[src/design/lpr_pkg.sv]
// shared types, constants and helpers for the line pixel rasterizer
`default_nettype none

package lpr_pkg;

    localparam int COORD_W     = 6;
    localparam int COLOR_W     = 8;
    localparam int GRID_WIDTH  = 64;
    localparam int GRID_HEIGHT = 64;

    typedef logic [COORD_W-1:0] coord_t;
    typedef logic [COLOR_W-1:0] color_t;

    typedef struct packed {
        coord_t quotient;
        coord_t remainder;
    } div_result_t;

    function automatic coord_t clamp_row(input coord_t v);
        coord_t r;
        r = v;
        if (int'(v) > GRID_HEIGHT - 1)
        begin
            r = COORD_W'(GRID_HEIGHT - 1);
        end
        return r;
    endfunction

    function automatic coord_t clamp_col(input coord_t v);
        coord_t r;
        r = v;
        if (int'(v) > GRID_WIDTH - 1)
        begin
            r = COORD_W'(GRID_WIDTH - 1);
        end
        return r;
    endfunction

endpackage

`default_nettype wire

[src/design/lpr_div.sv]
// iterative restoring divider, one quotient bit per cycle
`default_nettype none

module lpr_div
    import lpr_pkg::*;
(
    input  wire logic        clk,
    input  wire logic        rst_n,
    input  wire logic        start,
    input  wire coord_t      dividend,
    input  wire coord_t      divisor,
    output logic             done,
    output div_result_t      result
);

    localparam int CNT_W = $clog2(COORD_W);

    typedef enum logic {
        D_IDLE,
        D_RUN
    } div_state_t;

    div_state_t         state_reg;
    logic [CNT_W-1:0]   cnt_reg;
    coord_t             rem_reg;
    coord_t             quo_reg;
    coord_t             dvs_reg;
    logic               done_reg;

    logic [COORD_W:0]   rem_shift;
    logic [COORD_W:0]   rem_diff;
    logic               fits;

    assign rem_shift = {rem_reg, quo_reg[COORD_W-1]};
    assign rem_diff  = rem_shift - {1'b0, dvs_reg};
    assign fits      = rem_shift >= {1'b0, dvs_reg};

    always_ff @(posedge clk or negedge rst_n)
    begin
        if (!rst_n)
        begin
            state_reg <= D_IDLE;
            cnt_reg   <= '0;
            done_reg  <= 1'b0;
            rem_reg   <= '0;
            quo_reg   <= '0;
            dvs_reg   <= '0;
        end
        else
        begin
            done_reg <= 1'b0;
            case (state_reg)
                D_IDLE:
                begin
                    if (start)
                    begin
                        rem_reg   <= '0;
                        quo_reg   <= dividend;
                        dvs_reg   <= divisor;
                        cnt_reg   <= '0;
                        state_reg <= D_RUN;
                    end
                end
                D_RUN:
                begin
                    rem_reg <= fits ? rem_diff[COORD_W-1:0] : rem_shift[COORD_W-1:0];
                    quo_reg <= {quo_reg[COORD_W-2:0], fits};
                    cnt_reg <= cnt_reg + 1'b1;
                    if (cnt_reg == CNT_W'(COORD_W - 1))
                    begin
                        done_reg  <= 1'b1;
                        state_reg <= D_IDLE;
                    end
                end
                default:
                begin
                    state_reg <= D_IDLE;
                end
            endcase
        end
    end

    assign done             = done_reg;
    assign result.quotient  = quo_reg;
    assign result.remainder = rem_reg;

endmodule

`default_nettype wire

[src/design/line_pixel_rasterizer.sv]
// line pixel rasterizer top level: endpoint setup, pixel stepping and output register
//
// A transaction is taken when start is high and busy is low; busy then stays high
// until the last pixel of the run has been issued. Pixels come out one per cycle on
// valid, with last marking the final one, and must be taken when shown. A line whose
// columns differ first passes through the divider (one quotient bit per cycle, row
// difference over column span) and then steps through its pixels in the accumulate
// unit. A vertical line skips the divider. Identical endpoints give no pixels and
// leave busy low.
`default_nettype none

module line_pixel_rasterizer
    import lpr_pkg::*;
(
    input  wire logic   clk,
    input  wire logic   rst_n,
    input  wire logic   start,
    output logic        busy,
    input  wire coord_t first_row,
    input  wire coord_t first_col,
    input  wire coord_t second_row,
    input  wire coord_t second_col,
    input  wire color_t color,
    output logic        valid,
    output coord_t      pixel_row,
    output coord_t      pixel_col,
    output color_t      pixel_color,
    output logic        last
);

    typedef enum logic [1:0] {
        S_IDLE,
        S_DIV,
        S_RUN
    } state_t;

    state_t         state_reg;
    logic           vert_reg;
    logic           neg_reg;
    coord_t         near_r_reg;
    coord_t         col_reg;
    coord_t         row_reg;
    coord_t         end_reg;
    coord_t         span_reg;
    coord_t         quo_reg;
    coord_t         rem_reg;
    coord_t         acc_reg;
    logic [COORD_W:0] q_reg;
    color_t         color_reg;

    logic           valid_reg;
    coord_t         prow_reg;
    coord_t         pcol_reg;
    color_t         pcolor_reg;
    logic           last_reg;

    coord_t         r1;
    coord_t         c1;
    coord_t         r2;
    coord_t         c2;
    coord_t         far_r;
    coord_t         far_c;
    coord_t         near_r;
    coord_t         near_c;
    coord_t         span;
    logic           neg;
    coord_t         drow_mag;
    coord_t         lo_r;
    coord_t         hi_r;
    logic           accept;

    logic           div_done;
    div_result_t    div_res;

    logic [COORD_W:0] acc_sum;
    logic             acc_wrap;
    coord_t           step_row;
    logic             run_last;

    assign accept = start && !busy;

    always_comb
    begin
        r1 = clamp_row(first_row);
        c1 = clamp_col(first_col);
        r2 = clamp_row(second_row);
        c2 = clamp_col(second_col);
        if (c1 >= c2)
        begin
            far_r  = r1;
            far_c  = c1;
            near_r = r2;
            near_c = c2;
        end
        else
        begin
            far_r  = r2;
            far_c  = c2;
            near_r = r1;
            near_c = c1;
        end
        span     = far_c - near_c;
        neg      = far_r < near_r;
        drow_mag = neg ? (near_r - far_r) : (far_r - near_r);
        lo_r     = (r1 < r2) ? r1 : r2;
        hi_r     = (r1 < r2) ? r2 : r1;
    end

    lpr_div u_div (
        .clk      (clk),
        .rst_n    (rst_n),
        .start    (accept && (span != '0)),
        .dividend (drow_mag),
        .divisor  (span),
        .done     (div_done),
        .result   (div_res)
    );

    // accumulate unit: remainder accumulates and wraps once it reaches the span
    assign acc_sum  = {1'b0, acc_reg} + {1'b0, rem_reg};
    assign acc_wrap = acc_sum >= {1'b0, span_reg};
    assign step_row = neg_reg ? (near_r_reg - q_reg[COORD_W-1:0])
                              : (near_r_reg + q_reg[COORD_W-1:0]);
    assign run_last = vert_reg ? (row_reg == end_reg - 1'b1) : (col_reg == end_reg - 1'b1);

    always_ff @(posedge clk or negedge rst_n)
    begin
        if (!rst_n)
        begin
            state_reg  <= S_IDLE;
            valid_reg  <= 1'b0;
            last_reg   <= 1'b0;
            vert_reg   <= 1'b0;
            neg_reg    <= 1'b0;
            near_r_reg <= '0;
            col_reg    <= '0;
            row_reg    <= '0;
            end_reg    <= '0;
            span_reg   <= '0;
            quo_reg    <= '0;
            rem_reg    <= '0;
            acc_reg    <= '0;
            q_reg      <= '0;
            color_reg  <= '0;
            prow_reg   <= '0;
            pcol_reg   <= '0;
            pcolor_reg <= '0;
        end
        else
        begin
            valid_reg <= 1'b0;
            last_reg  <= 1'b0;
            case (state_reg)
                S_IDLE:
                begin
                    if (accept)
                    begin
                        color_reg  <= color;
                        neg_reg    <= neg;
                        near_r_reg <= near_r;
                        span_reg   <= span;
                        acc_reg    <= '0;
                        q_reg      <= '0;
                        if (span != '0)
                        begin
                            vert_reg  <= 1'b0;
                            col_reg   <= near_c;
                            end_reg   <= far_c;
                            state_reg <= S_DIV;
                        end
                        else if (lo_r != hi_r)
                        begin
                            vert_reg  <= 1'b1;
                            col_reg   <= near_c;
                            row_reg   <= lo_r;
                            end_reg   <= hi_r;
                            state_reg <= S_RUN;
                        end
                    end
                end
                S_DIV:
                begin
                    if (div_done)
                    begin
                        quo_reg   <= div_res.quotient;
                        rem_reg   <= div_res.remainder;
                        state_reg <= S_RUN;
                    end
                end
                S_RUN:
                begin
                    valid_reg  <= 1'b1;
                    last_reg   <= run_last;
                    pcol_reg   <= col_reg;
                    pcolor_reg <= color_reg;
                    if (vert_reg)
                    begin
                        prow_reg <= row_reg;
                        row_reg  <= row_reg + 1'b1;
                    end
                    else
                    begin
                        prow_reg <= step_row;
                        col_reg  <= col_reg + 1'b1;
                        if (acc_wrap)
                        begin
                            acc_reg <= COORD_W'(acc_sum - {1'b0, span_reg});
                            q_reg   <= q_reg + {1'b0, quo_reg} + 1'b1;
                        end
                        else
                        begin
                            acc_reg <= acc_sum[COORD_W-1:0];
                            q_reg   <= q_reg + {1'b0, quo_reg};
                        end
                    end
                    if (run_last)
                    begin
                        state_reg <= S_IDLE;
                    end
                end
                default:
                begin
                    state_reg <= S_IDLE;
                end
            endcase
        end
    end

    assign busy        = state_reg != S_IDLE;
    assign valid       = valid_reg;
    assign pixel_row   = prow_reg;
    assign pixel_col   = pcol_reg;
    assign pixel_color = pcolor_reg;
    assign last        = last_reg;

    // a pixel only follows a cycle of work
    assert property (@(posedge clk) disable iff (!rst_n)
        valid |-> $past(busy))
        else $error("pixel issued without a line in progress");

    // the final pixel closes the run
    assert property (@(posedge clk) disable iff (!rst_n)
        valid && last |-> !busy)
        else $error("still busy after the final pixel");

    // identical endpoints give nothing
    assert property (@(posedge clk) disable iff (!rst_n)
        accept && first_row == second_row && first_col == second_col |=> !busy && !valid)
        else $error("pixels issued for a degenerate line");

    // divider only finishes while waiting for it
    assert property (@(posedge clk) disable iff (!rst_n)
        div_done |-> state_reg == S_DIV)
        else $error("divider result outside the divide phase");

endmodule

`default_nettype wire

[config.mk]
export PLATFORM = sky130hd
export DESIGN_NAME = line_pixel_rasterizer
export DESIGN_NICKNAME = d
export VERILOG_FILES = /design/src/design/lpr_pkg.sv /design/src/design/lpr_div.sv /design/src/design/line_pixel_rasterizer.sv
export SDC_FILE = /design/constraint.sdc
export NUM_CORES = 1
export LEC_CHECK = 0
export ABC_AREA = 1
export BUFFER_PORTS_ARGS = -buffer_cell sky130_fd_sc_hd__buf_2
export CAP_MARGIN = 5
export CORE_AREA = 2 2 116 118
export CTS_CLUSTER_SIZE = 25
export DETAILED_ROUTE_END_ITERATION = 10
export DIE_AREA = 0 0 118 120
export HOLD_SLACK_MARGIN = 0.1
export PLACE_DENSITY = 0.82
export SLEW_MARGIN = 0
export SYNTH_ARGS = -nofsm -noshare
export SYNTH_HDL_FRONTEND = slang
export SYNTH_SLANG_ARGS = --single-unit
[constraint.sdc]
create_clock -name clk -period 3.9 [get_ports clk]
set_clock_uncertainty 0.1 [all_clocks]
set_input_delay 0.975 -clock clk [delete_from_list [all_inputs] [get_ports clk]]
set_output_delay 0.975 -clock clk [all_outputs]
set_load 0.02 [all_outputs]
==> metrics.csv, run 1 <==
metric,value,unit
Commonest cells post-synth,"nand2_1, inv_1, o21ai_0",
status,"finished, final reports clean",
Avg Vias per Cell,5.318,
Post-DP HPWL,13500,um
RR Endpoint,q_reg[4],
grt total ovfl,0,
"Slowest-stage cell, CP",ha_1,
cts bufs inserted,9,
Synth Register Bits,111,
biggest area consumer among synthesized cells,dfrtp_1,
"Largest stage delay, worst path",0.33,ns
nets,1206,
critical path launch point,first_col[5],
drt first pass iters,5,
Worst setup SP type,input port,
largest net degree at the start of global routing,112,
clock slew at reported path FFs,0.07,ns
layout cells sized above 1,0.1125,
Ports,58,
mapped cell area,7684,um^2
hold_buf cts,0,
asr flop ratio synth,1.000,
setup violators final,0,
Setup crit end,u_div.quo_reg[2],
"Primary FF master, synth",dfrtp_1,
PortBufs,57,
PD cells,862.3,nW/um^2
Die X,118,um
WS Path Type,in -> reg,
Detail Route Antenna Nets,0,
Worst-Skew Late Latency,0.35,ns
Synth area leaders,"dfrtp_1, nand2_1, ha_1, o21ai_0, inv_1",
worst vdd ir,0.3576,mV
Worst path top cell family by delay,simple AND/OR/NAND/NOR gates,
Max clock buf depth,2,
crit path time final,3.592,ns
antenna violations before repair,0,
hold path start,pixel_color[3],
Critical Path Stages,21,
RSZ-0062 raised after global routing,false,
CP cell instances,buf_2 > ha_1 > nand2_1 > inv_2 > a21oi_4 > nand2_2 > nand2_1 > o21ai_0 > nor2_1 > inv_1 > ha_1 > o21bai_1 > nand2_1 > nand3_2 > inv_1 > nand2_1 > nand2_1 > nand2_1 > o21ai_1 > nand2_1 > nand2_1,
clock root buffer,clkbuf_16,
number of flops mapped to enable cells by yosys,0,
Slew @ Worst Pin,0.9622,ns
Setup TNS,0,ns
slew margin rel.,0.3579,
Mapped Nets,1146,
Routed WL,17880,um
Max Fclk,278.4,MHz
Synth top area share,0.3615,
DR iter-0 viols,650,
CTS tree,done,
worst hold path type,reg -> reg,
Slew Limit Fails,0,
Leakage Power,0.004626,uW
Worst Path Buf+Inv,4,
CP required,4.09,ns
Placed Area,8230,um^2
Reg2Reg Depth,18,
post-layout util,0.6569,
Final Hold Viols,0,
DRC,0,
most frequent cell after synthesis,nand2_1,
Die Ht,120,um
Mapped Avg Cell Area,7.276,um^2
num rows,42,
crit-path max FO,15,
Tot Pwr,7353,uW
via count of the first global-routing pass,6213,
Final period util,0.9209,
CTS sink cnt,111,
htree depth,3,
crit path DAT,3.79,ns
MaxCap Viol Count,0,
sequential-to-total area share from yosys stat,0.3615,
Post-Synthesis Cells,1056,
die area,14160,um^2
R2R setup slack,0.35,ns
vias,6892,
first-pass GRT wire length,30060,um
Yosys cell types,45,
R2R Path Start,rem_reg[0],
routability cong.,0.9283,
Wirelength per Cell,13.80,um
CP dominant cell by count,nand2_1,
CP endpoint kind,flip-flop,
post_cts resized,0,
Yosys Warn Count,0,
Core ar.,12980,um^2
Overall Global Routing Usage,0.2629,
Antenna diodes,0,
Initial Util,0.5920,
P&R area growth vs syn,10.98,%
final instance area,8527,um^2
Post-CTS Setup Inserts,0,
==> worst min-delay path: cells and delay by family, from the launching register on <==
kind | cells | cell delay [ns]
compound gates | 1 | 0.06
flops | 1 | 0.34
simple gates | 1 | 0.05
==> how the worst min path moves through the flow <==
stage | end | cells past startpoint
after floorplan | col_reg[5] | 2
after global routing | pixel_color[4] | 2
after detailed placement | pixel_col[3] | 2
after CTS | pixel_col[3] | 2
final | pixel_color[3] | 2
after global placement | pixel_col[3] | 2
==> per-stage QoR <==
stage               hold WS (ns)  setup WS, ns  std cells
global placement          0.3538        0.1327       1281
finish                    0.3798        0.3085       1296
floorplan                 0.3419        0.2780       1056
global route              0.4041       0.01008       1296
detailed placement        0.3637       0.03434       1281
CTS                       0.3821        0.3537       1296
==> final cells by class <==
class                           count  area, um^2
Inverter                          140       525.5
Clock inverter                      5       67.56
Timing Repair Buffer               80       473.0
Tap cell                          176       220.2
Fill cell                        1098        4453
Sequential cell                   111        2778
Clock buffer                       10       229.0
Multi-Input combinational cell    774        4234
==> per-layer routing <==
layer / part of all wire / global-route usage / vias up
met5: 0 / 0 / -
met4: 0.015 / 0.07380 / 0
met3: 0.067 / 0.03517 / 24
met2: 0.44 / 0.4055 / 223
met1: 0.48 / 0.3898 / 3120
li1: - / - / 3525
==> power breakdown <==
part	internal, uW	switching [uW]	total [uW]	leakage, uW
Sequential	1690	432	2120	0.00138
Clock	504	426	930	0.000139
Combinational	1650	2650	4300	0.00311
==> kinds of logic (layout without fill, tap and decap cells) <==
logic type      Yosys count  after routing  synth area share
simple gates            489            489            0.2692
fa+ha+maj                55             55           0.09445
flops                   111            111            0.3615
buf+inv                 171            235           0.08777
compound gates          185            185            0.1329
mux                       6              6          0.008793
xor+xnor                 39             39           0.04543
==> placed cells by master (no fill, tap or decap), types with 9 or more instances in the layout <==
cell       Yosys  routed
nor2_1        46      45
inv_1        138     138
dfrtp_1      111     111
nand2_2       10      10
nand2_1      336     336
buf_2          5      56
xnor2_1       12      12
buf_4          1      23
clkbuf_16      0       9
a21oi_1       32      32
o21ai_0      118     118
nand3_1       68      68
ha_1          50      50
xor2_1        26      26
Note: power is estimated with default switching activity, not from simulation.
==> run 2: changes to the inputs <==
--- a/config.mk
+++ b/config.mk
@@ -8,12 +8,12 @@
 export ABC_AREA = 1
 export BUFFER_PORTS_ARGS = -buffer_cell sky130_fd_sc_hd__buf_2
 export CAP_MARGIN = 5
-export CORE_AREA = 2 2 116 118
+export CORE_AREA = 2 2 122 124
 export CTS_CLUSTER_SIZE = 25
 export DETAILED_ROUTE_END_ITERATION = 10
-export DIE_AREA = 0 0 118 120
+export DIE_AREA = 0 0 124 126
 export HOLD_SLACK_MARGIN = 0.1
-export PLACE_DENSITY = 0.82
+export PLACE_DENSITY = 0.78
 export SLEW_MARGIN = 0
 export SYNTH_ARGS = -nofsm -noshare
 export SYNTH_HDL_FRONTEND = slang
==> constraint.sdc (replaced) <==
create_clock -name clk -period 3 [get_ports clk]
set_clock_uncertainty 0.1 [all_clocks]
set_input_delay 0.75 -clock clk [delete_from_list [all_inputs] [get_ports clk]]
set_output_delay 0.75 -clock clk [all_outputs]
set_load 0.02 [all_outputs]
==> metrics.csv, run 2 (synthesis gave the netlist of run 1 again) <==
metric,value,unit
status,"finished, violations left",
failing checks,setup timing,
via count of the first global-routing pass,6846,
crit path DAT,3.28,ns
Sequential cell area,2778,um^2
Max clock buf depth,2,
final worst slack,-0.1371,ns
nets,1309,
CP endpoint kind,flip-flop,
crit path time final,3.137,ns
setup violators final,52,
cts bufs inserted,9,
Cells after DPL,1353,
Die X,124,um
num rows,44,
CTS tree,done,
RSZ-0062 raised after global routing,true,
CTS sink cnt,111,
Worst path top cell family by delay,simple AND/OR/NAND/NOR gates,
PortBufs,57,
Wirelength per Cell,16.12,um
CP cell instances,buf_2 > ha_4 > nand2_4 > inv_4 > a21oi_4 > nand2_4 > buf_4 > buf_4 > nand2_1 > nand2_2 > nand2_1 > nand2_4 > xnor2_4 > nand3_4 > nor2_8 > nand2_8 > nand2_8 > nand2_8 > nand2_2 > nand2_1,
grt total ovfl,0,
Worst Path Buf+Inv,4,
die area,15620,um^2
CP required,3.14,ns
Antenna diodes,0,
drt first pass iters,5,
Filler cells,1053,
routability cong.,0.9309,
hold_buf cts,0,
htree depth,3,
worst vdd ir,0.7162,mV
clock root buffer,clkbuf_16,
"Largest stage delay, worst path",0.25,ns
worst hold path type,in -> async,
Multi-input gate area,5024,um^2
MaxCap Viol Count,0,
Leakage Power,0.005273,uW
Slew Limit Fails,0,
first-pass GRT wire length,33000,um
vias,7772,
Avg Vias per Cell,5.520,
Die Ht,126,um
Initial Util,0.5368,
Final period util,1.046,
DR iter-0 viols,694,
Routed WL,22690,um
crit-path max FO,7,
Worst setup SP type,input port,
"most common cell after layout, fill and taps aside",nand2_1,
fin cells,1408,
Slew @ Worst Pin,0.7719,ns
Tot Pwr,12060,uW
slew margin rel.,0.4848,
layout cells sized above 1,0.2925,
Detail Route Antenna Nets,0,
Core ar.,14310,um^2
Post-DP HPWL,15060,um
Setup TNS,-4.120,ns
Overall Global Routing Usage,0.2677,
most frequent cells in the layout,"nand2_1, inv_1, dfrtp_1",
Ports,58,
clock slew at reported path FFs,0.07,ns
Max Fclk,318.8,MHz
WS Path Type,in -> reg,
Worst-Skew Late Latency,0.36,ns
largest net degree at the start of global routing,52,
"Slowest-stage cell, CP",ha_4,
P&R area growth vs syn,33.25,%
DRC,0,
antenna violations before repair,0,
Final Hold Viols,0,
PD cells,1178,nW/um^2
## run 2: cell type report
class | instances | share of cell area
well taps | 184 | 0.02249
clock inverters | 6 | 0.005133
multi-input cells | 777 | 0.4907
inverters | 140 | 0.05401
clock buffers | 10 | 0.02236
flip-flops and latches | 111 | 0.2713
repair buffers | 180 | 0.1341
## run 2: metal layers
| layer | global-route usage | part of all wire | up-vias |
|---|---|---|---|
| met3 | 0.03487 | 0.049 | 65 |
| met4 | 0.09980 | 0.033 | 0 |
| met1 | 0.3817 | 0.42 | 3703 |
| li1 | - | - | 3737 |
| met5 | 0 | 0 | - |
| met2 | 0.4160 | 0.49 | 267 |
## run 2: worst paths after layout
check                              endpoint  depth (start not counted)            from  slack (ns)
max                        u_div.quo_reg[2]                         20    first_col[4]       -0.14
min                              end_reg[2]                          1           rst_n        0.32
max reg2reg                        q_reg[0]                         17      rem_reg[0]       -0.13
min reg2reg                  pixel_color[2]                          2  pixel_color[2]        0.38
max in group asynchronous        acc_reg[2]                          2           rst_n        1.75
min in group clk             pixel_color[2]                          2  pixel_color[2]        0.38
## run 2: worst register-to-register path, cell delays in order, from the launching register on
cell and delay (ns):
dfrtp_1 0.39, ha_2 0.21, fa_2 0.36, nand2_2 0.08, nand2_2 0.06, a21oi_4 0.16
xor2_2 0.20, inv_2 0.07, ha_4 0.26, a21oi_1 0.23, a21oi_2 0.13, nor2_4 0.14
clkinv_4 0.08, nand2_2 0.07, inv_2 0.05, buf_4 0.13, buf_6 0.11, o32ai_4 0.20
## run 2: per-stage QoR
| stage | utilization | setup slack, ns | hold slack [ns] | area [um^2] |
|---|---|---|---|---|
| after global routing | 0.7153 | -0.2986 | 0.3601 | 10240 |
| after floorplan | - | -0.1907 | 0.3419 | 7856 |
| after global placement | 0.6238 | -0.3936 | 0.3514 | 8929 |
| final | 0.7153 | -0.1371 | 0.3219 | 10240 |
| after CTS | 0.6533 | -0.1076 | 0.3325 | 9351 |
| after detailed placement | 0.6238 | -0.4312 | 0.3650 | 8929 |
## run 2: power by group
| group | internal, uW | switching, uW | leakage, uW |
|---|---|---|---|
| Sequential | 2200 | 632 | 0.00138 |
| Combinational | 3410 | 4650 | 0.00376 |
| Clock | 580 | 587 | 0.000137 |
## run 2: timing repair
action | 4_1_cts | 5_1_grt
pin swaps | 14 | 55
cloned | 0 | 4
gates resized for setup | 26 | 161
setup endpoints to repair | 15 | 56
setup buffers | 7 | 29
